===== config.mk =====
export PLATFORM = sky130hd
export DESIGN_NAME = dlc_ram
export DESIGN_NICKNAME = d
export VERILOG_FILES = /design/src/rtl/dlc_ram.sv
export SDC_FILE = /design/constraint.sdc
export NUM_CORES = 1
export LEC_CHECK = 0
export ABC_AREA = 1
export BUFFER_PORTS_ARGS = -buffer_cell sky130_fd_sc_hd__buf_2
export CAP_MARGIN = 15
export CELL_PAD_IN_SITES_DETAIL_PLACEMENT = 1
export CELL_PAD_IN_SITES_GLOBAL_PLACEMENT = 1
export CORE_ASPECT_RATIO = 0.75
export CORE_MARGIN = 10
export CORE_UTILIZATION = 50
export DETAILED_ROUTE_END_ITERATION = 16
export PLACE_DENSITY_LB_ADDON = 0.1
export SETUP_SLACK_MARGIN = 0.05
export SLEW_MARGIN = 20
export SYNTH_ARGS = -nofsm -noshare
export SYNTH_HDL_FRONTEND = slang
export SYNTH_SLANG_ARGS = --single-unit

===== constraint.sdc =====
create_clock -name clk -period 2.7 [get_ports clk]
set_clock_uncertainty 0.2 [all_clocks]
set_input_delay 0.135 -clock clk [delete_from_list [all_inputs] [get_ports clk]]
set_output_delay 0.135 -clock clk [all_outputs]
set_load 0.05 [all_outputs]

===== src/rtl/dlc_ram.sv =====
// Generic single-write, single-read synchronous RAM, registered read.
// No dependencies.
module dlc_ram #(
  parameter int WIDTH = 32,
  parameter int DEPTH = 16,
  localparam int AW = $clog2(DEPTH > 1 ? DEPTH : 2)
) (
  input  logic             clk,
  input  logic             we,
  input  logic [AW-1:0]    waddr,
  input  logic [WIDTH-1:0] wdata,
  input  logic [AW-1:0]    raddr,
  output logic [WIDTH-1:0] rdata
);

  logic [WIDTH-1:0] mem [DEPTH];

  always_ff @(posedge clk) begin
    if (we) begin
      mem[waddr] <= wdata;
    end
    rdata <= mem[raddr];
  end

endmodule


==> impl_metrics.ini <==
[sta]
slew_headroom_pct = 32.8
setup_viol_count_final = 0
fin_setup_tns_ns = 0
finalHoldViolCount = 0
period_share_pct = 76.7
finalMaxSlewViolations = 0
post-route-min-period_ns = 2.07
fmax_mhz = 483
grt_setup_unrepaired = false
worstMarginPinSlew_ns = 1.01

[synthesis]
yosysSeqAreaShare_pct = 70.5
synth_top_flop_cell = edfxtp_1
avgSynthCellArea_um2 = 10.7
synth_most_common_cell = nand2_1
synth_area_leaders = edfxtp_1 (68%), nand2_1 (11%), nand3_1 (8.5%)
synth_edf_count = 512
yosys.area.top_type_share_pct = 67.6
synth.top_cells.by_count = nand2_1 (677), edfxtp_1 (512), inv_1 (388)
async_reset_ff_share_pct = 0
synth_seq_cells = 544
synth_top_area_cell = edfxtp_1
post_synth_num_cell_types = 15
synthCells = 2120
synth_area_um2 = 22700
synth_nets = 2162
synth_warnings = 0

[job]
maxCapViolCount = 0

[setup_path]
end_kind = register
slowest_delay_ns = 0.55
path_cells = dlygate4sd3_1, buf_4, inv_4, buf_12, nand3_1, nand3_1, dlygate4sd3_1, nand3_1, nand2_1
slowest_stage = dlygate4sd3_1
crit_start = raddr[1]
r2r_end = rdata[11]
regToRegSetupSlack_ns = 1.07
crit_end = rdata[11]
required_ns = 3.04
path_max_fanout = 37
criticalPathCategory = input port to register
cp.arrival_ns = 2.42
reg2reg_from = mem[9][11]
r2r_cells = 7
crit_path_frequent_cell = nand3_1
critical_path.startpoint_type = input port

[floorplanning]
fp.dieArea_um2 = 54500
core_um2 = 44800
pin_count = 74
die_x_um = 266
rows = 67
start_util_pct = 50.8
die_h_um = 205

[routing]
ant_nets = 0
drt-pass1-iter-count = 5
drc = 0
vias = 15098
wl_per_cell_um = 21.3
wl_um = 60600
post_drt_via_cell_ratio = 5.31
drt_iter0_drc = 1136

[global_routing]
first_global_vias = 16252
grtUsageTotal_pct = 22.3
antenna_found_initial = 0
grt_start_max_net_pins = 157
grt_pass1_wl_um = 93400
grt_overflow = 0

[hold_path]
hp-class = input port to register

[cts]
clk-insertion-delay-late_ns = 0.61
clkSinkCount = 544
clk_path_buf_depth = 3
path_clk_slew_ns = 0.06
ctsRootBufferMaster = clkbuf_16
cts_setup_buffers = 0
cts_made_buffers = 53
htreeDepth = 2
tritoncts = built
cts_resized = 0

[placement]
dpl.hpwl_um = 32300
place.gp.congestion = 0.740
portBuffers = 73

[outcome]
status = finished clean

[finish]
final_nets = 2257
final_util_pct = 57.6
synthToLayoutAreaGrowth_pct = 13.4
drive_above_1_share_pct = 8.86
diodes = 0

[power_and_ir_drop]
p_sw_w = 0.00418
peakVddDrop_uv = 554
power_frac_comb_pct = 7.4
p_per_area_nw_per_um2 = 701
p_leak_nw = 11.0
swShare_pct = 23.1
intPower_w = 0.0139
pwr-share-seq_pct = 52.6
clock_power_share_pct = 40.0
[worst min path at each step]
stage | start | cells after the start | to
after floorplan | wdata[0] | 0 | mem[0][0]
after global placement | wdata[23] | 1 | mem[14][23]
after detailed placement | wdata[23] | 1 | mem[11][23]
after CTS | raddr[3] | 4 | rdata[28]
after global routing | raddr[3] | 4 | rdata[28]
final | raddr[3] | 4 | rdata[26]
[layout by cell type (no fill, tap or decap), drive strengths merged]
cell | synthesis | final
buf | 91 | 108
bufinv | 0 | 3
clkbuf | 14 | 83
clkinv | 0 | 11
clkinvlp | 0 | 1
dfxtp | 32 | 32
dlygate4sd3 | 0 | 36
edfxtp | 512 | 512
inv | 390 | 390
nand2 | 677 | 677
nand3 | 385 | 385
nand3b | 2 | 2
nor2 | 17 | 17
[per-stage QoR]
stage | total power, W | hold WS [ns] | area [um^2] | worst slack, ns | std cells
floorplan | 0.0105 | 0.0339 | 22700 | 0.372 | 2120
global placement | 0.0109 | 0.315 | 23800 | 0.859 | 2710
detailed placement | 0.0110 | 0.328 | 23800 | 0.784 | 2710
CTS | 0.0182 | 0.0212 | 25800 | 0.660 | 2843
global route | 0.0187 | 0.0421 | 25800 | 0.543 | 2843
finish | 0.0181 | 0.0438 | 25800 | 0.629 | 2843
[final cells by class]
type	instances	area, um^2
Clock inverter	15	151
Tap cell	586	733
Fill cell	4765	19000
Inverter	390	1470
Clock buffer	82	1510
Timing Repair Buffer	145	1230
Sequential cell	544	16000
Multi-Input combinational cell	1081	4670
[power groups by stage]
stage	clock network, W	registers (W)	logic [W]
after global placement	0	0.00967	0.00127
final	0.00722	0.00950	0.00135
after detailed placement	0	0.00968	0.00131
after CTS	0.00735	0.00951	0.00136
after floorplan	0	0.00986	0.000644
after global routing	0.00770	0.00952	0.00147
[kinds of logic (layout without fill, tap and decap cells)]
logic type / after synthesis / count (layout) / share of synthesized area (%)
buffers and inverters: 495 / 632 / 9.54
and+or+nand+nor: 1081 / 1081 / 20.0
DFF: 544 / 544 / 70.5
[sequential cells by signal, summed over array words and instances (netlist names)]
register and count:
mem 512, rdata 32
[critical path, delay by kind of cell]
family                 cells  cell delay, ns
and+or+nand+nor            4            0.34
buffers and inverters      5            1.89
[repair_timing]
action,4_1_cts,5_1_grt
setup endpoints to repair,0,0
hold endpoints to repair,521,0
hold buffers,36,0
[per-layer routing]
| layer | routed length (um) | vias to the layer above | track usage (%) | share of wire, % |
|---|---|---|---|---|
| met1 | 26600 | 7653 | 28.6 | 44 |
| met2 | 29900 | 326 | 38.8 | 49 |
| met5 | 0 | - | 0 | 0 |
| met4 | 1380 | 0 | 6.70 | 2.3 |
| met3 | 2780 | 92 | 3.18 | 4.6 |
| li1 | - | 7027 | - | - |
No activity file was read; power rests on OpenSTA's default activity.
