--- config.mk ---
export PLATFORM = sky130hd
export DESIGN_NAME = dlc_div
export DESIGN_NICKNAME = d
export VERILOG_FILES = /design/src/rtl/dlc_pkg.sv /design/src/rtl/dlc_div.sv
export SDC_FILE = /design/constraint.sdc
export NUM_CORES = 1
export LEC_CHECK = 0
export ABC_AREA = 1
export CAP_MARGIN = 20
export CORE_MARGIN = 5
export CORE_UTILIZATION = 30
export CTS_CLUSTER_DIAMETER = 80
export DETAILED_ROUTE_END_ITERATION = 7
export DONT_BUFFER_PORTS = 1
export GPL_ROUTABILITY_DRIVEN = 0
export PLACE_DENSITY = 0.45
export SLEW_MARGIN = 10
export SYNTH_ARGS = -nofsm -noshare
export SYNTH_HDL_FRONTEND = slang
export SYNTH_SLANG_ARGS = --single-unit
--- constraint.sdc ---
create_clock -name clk -period 5 [get_ports clk]
set_input_delay 0 -clock clk [delete_from_list [all_inputs] [get_ports clk]]
set_output_delay 0 -clock clk [all_outputs]
set_load 0.1 [all_outputs]
--- src/rtl/dlc_pkg.sv ---
// Package for the Drude-Lorentz conductivity evaluator.
// Request and result types, codes, states, unit control structs.
// No dependencies.
package dlc_pkg;

  localparam int MAX_DRUDE_DEF   = 16;
  localparam int MAX_LORENTZ_DEF = 16;
  localparam int FRAC_BITS_DEF   = 16;

  localparam logic [1:0] KIND_DRUDE   = 2'd0;
  localparam logic [1:0] KIND_LORENTZ = 2'd1;
  localparam logic [1:0] KIND_EVAL    = 2'd2;

  localparam logic [1:0] CFG_DRUDE_TERMS   = 2'd0;
  localparam logic [1:0] CFG_LORENTZ_TERMS = 2'd1;
  localparam logic [1:0] CFG_NORMALIZATION = 2'd2;

  typedef struct packed {
    logic [1:0]  kind;
    logic [3:0]  entry_index;
    logic [31:0] value_first;
    logic [31:0] value_second;
    logic [31:0] value_third;
    logic [31:0] frequency;
  } req_t;

  typedef struct packed {
    logic [31:0] conductivity;
    logic        overflow;
  } res_t;

  typedef struct packed {
    logic       start;
    logic [2:0] na;
    logic [1:0] nb;
  } mul_req_t;

  typedef struct packed {
    logic done;
    logic big;
  } div_stat_t;

  typedef enum logic [4:0] {
    S_IDLE,
    S_D_RD, S_D_M1, S_D_M2, S_D_M3, S_D_M4, S_D_DIV,
    S_L_RD, S_L_M1, S_L_M2, S_L_M3, S_L_M4, S_L_M5, S_L_M6, S_L_M7, S_L_M8,
    S_L_DIV,
    S_NORM, S_FIN
  } state_t;

endpackage

--- src/rtl/dlc_div.sv ---
// Restoring divider: 160-bit dividend over 129-bit divisor, 64-bit quotient,
// one bit a cycle; flags zero divisor or a quotient of 2^64 or more.
// Depends on dlc_pkg.
module dlc_div (
  input  logic               clk,
  input  logic               rst,
  input  logic               start,
  input  logic [159:0]       n,
  input  logic [128:0]       d,
  output dlc_pkg::div_stat_t st,
  output logic [63:0]        q
);

  logic [128:0] rem;
  logic [128:0] d_r;
  logic [63:0]  nq;
  logic [6:0]   cnt;
  logic         run;
  logic [129:0] t;
  logic [129:0] t_sub;
  logic         ge;
  logic         pre_big;

  assign t       = {rem, nq[63]};
  assign t_sub   = t - {1'b0, d_r};
  assign ge      = (t >= {1'b0, d_r});
  assign pre_big = (d == '0) || ({33'd0, n[159:64]} >= d);
  assign q       = nq;

  always_ff @(posedge clk) begin
    if (rst) begin
      run     <= 1'b0;
      st.done <= 1'b0;
      st.big  <= 1'b0;
    end else begin
      st.done <= 1'b0;
      if (start) begin
        st.big <= pre_big;
        if (pre_big) begin
          st.done <= 1'b1;
        end else begin
          run <= 1'b1;
        end
      end else if (run && cnt == 7'd1) begin
        run     <= 1'b0;
        st.done <= 1'b1;
      end
    end
  end

  always_ff @(posedge clk) begin
    if (start) begin
      rem <= 129'(n[159:64]);
      nq  <= n[63:0];
      d_r <= d;
      cnt <= 7'd64;
    end else if (run) begin
      cnt <= cnt - 7'd1;
      if (ge) begin
        rem <= t_sub[128:0];
        nq  <= {nq[62:0], 1'b1};
      end else begin
        rem <= t[128:0];
        nq  <= {nq[62:0], 1'b0};
      end
    end
  end

endmodule
==> flow_summary.toml, run 1 <==
[sta]
setup_viol = 0
setup_ws_ns = 0.9163
period_share_pct = 81.67
final_hold_viol_count = 13
max_slew.worst_pin.slew_ns = 1.169
finClkSkew_ns = 0.03746
max_freq_ghz = 0.2449
slew_headroom_pct = 21.33
setup_tns_ns = 0
fin_crit_ns = 4.084
slew_viol_final = 0
holdWs_ns = -0.03533
rsz0062_at_grt = "false"

[synth]
ys.flop_type = "edfxtp_1"
yosysUniqueCellTypes = 36
synth.most_common_cell = "nand2_1"
yosys-top-cells-count = "nand2_1, inv_1, nand3_1, nor2_1, edfxtp_1"
synth_top_area_cell = "edfxtp_1"
synth-seq-cells = 332
yosysTopAreaCellShare_pct = 27.10
async_reset_ff_share_pct = 0
synth_edf_count = 289
synth_nets = 5846
synth_warnings = 0
syn_area_per_cell_um2 = 6.013
synthCells = 5326
netlist_area_um2 = 32030
ys_top_cells_by_area = "edfxtp_1, nand2_1, inv_1, ha_1, nand3_1"
ys_seq_area_share_pct = 29.79

[placed_design]
place_ws_ns = 0.8342
io_buffers = 0
dpl.hpwl_um = 112600
placed_cells = 6646

[worst_setup_path]
startpoint_type = "flop"
crit_start = "q[63]"
critical_path_required_ns = 5.39
cp_slowest_stage_delay_ns = 0.45
cp_max_fo = 58
critPathTopFamily = "simple AND/OR/NAND/NOR gates"
crit_chain = "buf_4 > inv_1 > ha_1 > inv_1 > fa_1 > nand2_1 > nand2_1 > nand3_1 > nand2_2 > nand2_1 > nand2_2 > nand2_1 > nand2_2 > nand2_1 > nand2_2 > nand2_1 > nand2_2 > nand2_4 > nand2_4 > buf_12 > nand2_1 > nand3_1 > nand2_1"
rrSetupSlack_ns = 0.92
r2r-end = "rem[88]"
r2r_cells = 23
critPathSlowestCell = "nand2_4"
cp.depth = 23
crit_end = "rem[88]"
worstPathArrival_ns = 4.47
path_class = "flop to flop"
worstReg2RegStart = "q[63]"
cp_common_cell = "nand2_1"
end_kind = "flop"
cp_num_buf_inv = 4

[clock_tree]
cts_num_sinks = 332
clk_latency_ns = 0.65
htreeDepth = 2
post_cts_resized = 0
clkTransAtPathRegs_ns = 0.06
clock_path_buffers = 3
tritoncts = "yes"
numCtsBuffers = 46
root_buffer = "clkbuf_16"

[global_route]
grt_overflow = 0
antenna_found_initial = 4
grt_usage_pct = 24.70
grt_max_degree = 208
grt_pass1_vias = 32890
grt_pass1_wl_um = 209700

[run]
cap_violations = 0

[route]
post-route-drc-count = 0
wl_per_cell_um = 20.08
drt_iter0_drc = 3355
routed_wl_um = 144200
drt_pass1_iterations = 8
ant_nets = 0
vias = 33930
vias_per_cell = 4.722

[min_path]
hold_start = "start"
hold_class = "primary input to flop"

[floorplan]
die_x_um = 336.7
die_h_um = 336.7
ios = 358
rows = 119
fp.coreArea_um2 = 105700
initial_utilization_pct = 30.29
die-area_um2 = 113400

[outcome]
status = "finished with violations"
violations = "hold timing"

[pwr]
powerDensity_nw_per_um2 = 264.6
leakage_uw = 0.02136
irDropWorstVdd_mv = 0.3315

[cells_and_area]
final_nets = 6282
drive_above_1_share_pct = 2.314
stdcell_count = 7185
syn2layout_area_growth_pct = 23.11
[layout by cell type, fill, tap and decap left out, types with 12 or more instances in the layout]
| master | n |
|---|---|
| edfxtp_1 | 289 |
| inv_1 | 1249 |
| o21ai_0 | 31 |
| nand3_1 | 357 |
| nor2_2 | 18 |
| xnor2_1 | 63 |
| clkbuf_16 | 47 |
| dfxtp_1 | 43 |
| a21oi_1 | 153 |
| nand2_1 | 2242 |
| nor4_1 | 35 |
| nor3_1 | 44 |
| ha_1 | 227 |
| nand4_1 | 36 |
| nand3b_1 | 38 |
| dlygate4sd3_1 | 458 |
| clkbuf_1 | 13 |
| nor2_1 | 351 |
| inv_2 | 23 |
| buf_4 | 12 |
[routing by layer]
layer  global-route usage, %  part of all wire [%]  routed length, um  up-vias
li1                        -                     -                  -    16930
met1                   33.95                    45              64720    15460
met2                   38.77                    43              61530     1277
met3                   4.317                   8.0              11570      263
met4                   9.580                   4.4               6401        4
met5                       0                 0.015                 21        -
[worst min-delay path by stage]
stage,endpoint,slack (ns),depth (start not counted)
after floorplan,run,0.07,1
after global placement,run,0.07,1
after detailed placement,run,0.08,1
after CTS,d_r[118],0.0005,1
after global routing,d_r[110],0.005,1
final,d_r[10],-0.04,1
[report_power, final]
part | total [uW] | internal, uW | switching (uW)
Clock | 3130 | 1740 | 1390
Sequential | 3820 | 3300 | 522
Combinational | 3490 | 1160 | 2330
Total | 10400 | 6200 | 4240
[cell families after synthesis]
kind of cell | count (synthesis) | share of synthesized area [%]
AND/OR/NAND/NOR | 3143 | 39.73
flip-flops | 332 | 29.79
AO/OA/AOI/OAI | 198 | 3.200
adder cells (fa/ha/maj) | 228 | 8.931
XOR/XNOR | 64 | 1.750
buffers and inverters | 1361 | 16.60
[state kept, by name, indices dropped and copies added (netlist names)]
name  flops
d_r     129
q        64
run       1
st        2
cnt       7
rem     129
[area by class of cell]
type	count	area (um2)
Fill cell	11780	66290
Multi-Input combinational cell	3633	17200
Sequential cell	332	9539
Inverter	1275	4796
Timing Repair Buffer	474	4762
Tap cell	1391	1740
Clock buffer	60	1225
Clock inverter	18	156.4
Antenna cell	2	5.005
[timing repair]
item                      CTS  global route
hold endpoints to repair  458             0
hold buffers              459             0
setup buffers               0             0
[stage by stage]
step / cell area (um2) / util, % / hold WS, ns / total power, uW
2_1_floorplan: 32030 / - / 0.06907 / 5909
6_report: 39430 / 37.30 / -0.03533 / 10430
5_1_grt: 39430 / 37.30 / 0.004956 / 11010
3_5_place_dp: 33430 / 31.62 / 0.07799 / 6929
3_3_place_gp: 33430 / 31.62 / 0.07351 / 6953
4_1_cts: 39420 / 37.29 / 0.0005142 / 10470
Power figures use the tool's default switching activity.
==> run 2, diff against run 1 <==
==> constraint.sdc (replaced) <==
create_clock -name clk -period 3.8 [get_ports clk]
set_input_delay 0 -clock clk [delete_from_list [all_inputs] [get_ports clk]]
set_output_delay 0 -clock clk [all_outputs]
set_load 0.1 [all_outputs]
==> flow_summary.toml, run 2 (synthesis gave the netlist of run 1 again) <==
[global_route]
grt_max_degree = 163
grt_pass1_wl_um = 212200
antenna_found_initial = 5
grt_overflow = 0
grt_pass1_vias = 33700
grt_usage_pct = 24.91

[worst_setup_path]
critPathSlowestCell = "nor3_2"
path_class = "flop to flop"
critical_path_required_ns = 4.14
worstPathArrival_ns = 3.90
cp_slowest_stage_delay_ns = 0.49
crit_chain = "ha_1 > nand2_1 > nor2_1 > nand2_1 > inv_2 > nand2_1 > nor3_2 > nand3_1 > nor2_1 > nor2_4 > nand2_4 > buf_12 > nand2_1 > nand3_1 > nand2_1"
cp_common_cell = "nand2_1"
startpoint_type = "flop"
cp_max_fo = 75
end_kind = "flop"

[pwr]
leakage_uw = 0.02158
powerDensity_nw_per_um2 = 344.8
totalPowerFinal_uw = 13760
irDropWorstVdd_mv = 0.3413

[route]
wl_per_cell_um = 19.96
drt_pass1_iterations = 5
ant_nets = 0
vias = 34100
vias_per_cell = 4.709
post-route-drc-count = 0
drt_iter0_drc = 2992
routed_wl_um = 144500

[sta]
final_hold_viol_count = 0
slew_headroom_pct = 24.46
setup_viol = 0
max_freq_ghz = 0.2809
setup_tns_ns = 0
slew_viol_final = 0
period_share_pct = 93.69
fin_crit_ns = 3.560
finClkSkew_ns = 0.05499
max_slew.worst_pin.slew_ns = 1.133
rsz0062_at_grt = "false"

[clock_tree]
tritoncts = "yes"
postCtsSetupBuffers = 0
clkTransAtPathRegs_ns = 0.06
htreeDepth = 2
numCtsBuffers = 44
clk_latency_ns = 0.64
cts_num_sinks = 332
clock_path_buffers = 3
root_buffer = "clkbuf_16"

[run]
cap_violations = 0

[floorplan]
die_x_um = 336.7
ios = 358
initial_utilization_pct = 30.29
fp.coreArea_um2 = 105700
rows = 119
die_h_um = 336.7
die-area_um2 = 113400

[cells_and_area]
syn2layout_area_growth_pct = 24.63
layout_commonest_cell = "nand2_1"
final_cell_mix = "nand2_1, inv_1, dlygate4sd3_1, nand3_1, nor2_1"
stdcell_count = 7240
utilization_pct = 37.76
drive_above_1_share_pct = 2.822
final_nets = 6332
fin_area_um2 = 39910

[placed_design]
io_buffers = 0
placed_cells = 6674
placed_area_um2 = 33670
dpl.hpwl_um = 113500

[outcome]
status = "finished clean"

[min_path]
hold_class = "primary input to flop"
[run 2: cell type report]
cell class / count / area, um2
well taps: 1391 / 1740
clock buffers: 55 / 1182
inverters: 1275 / 4795
clock inverters: 25 / 196.4
multi-input cells: 3633 / 17200
diodes: 3 / 7.507
flip-flops and latches: 332 / 9539
fillers: 11670 / 65800
repair buffers: 526 / 5250
[run 2: what timing repair did]
action | CTS | global route
endpoints found under the setup margin | 23 | 0
hold endpoints to repair | 447 | 0
hold buffers | 483 | 0
resized for setup | 1 | 0
[run 2: worst max-delay path: cells and delay by family (launching register included)]
kind	cells	cell delay, ns
buffers and inverters	2	0.39
and+or+nand+nor	12	1.97
DFF	1	0.39
adders and majority gates	1	0.39
[run 2: through the flow]
stage / hold slack (ns) / setup slack, ns
global route: 0.01313 / 0.03094
floorplan: 0.06907 / 0.05410
finish: 0.04017 / 0.2397
global placement: 0.07165 / -0.06373
CTS: 0.001915 / 0.2775
detailed placement: 0.07300 / -0.04232
[run 2: final timing paths]
path            from  endpoint  slack, ns  cells after the start
max          rem[15]   rem[26]       0.24                     15
min            d[31]   d_r[31]       0.04                      1
max reg2reg  rem[15]   rem[26]       0.24                     15
min reg2reg   cnt[6]    cnt[6]       0.47                      2
[run 2: layer usage]
metal	track usage [%]	up-vias	wire, um
met1	34.13	15620	64940
met3	4.506	204	11350
met2	39.74	1222	62890
met4	8.339	0	5346
li1	-	17050	-
met5	0	-	0
[run 2: where the power goes]
group	switching, uW	internal, uW
clock	1800	2290
sequential	683	4340
combinational	3060	1590
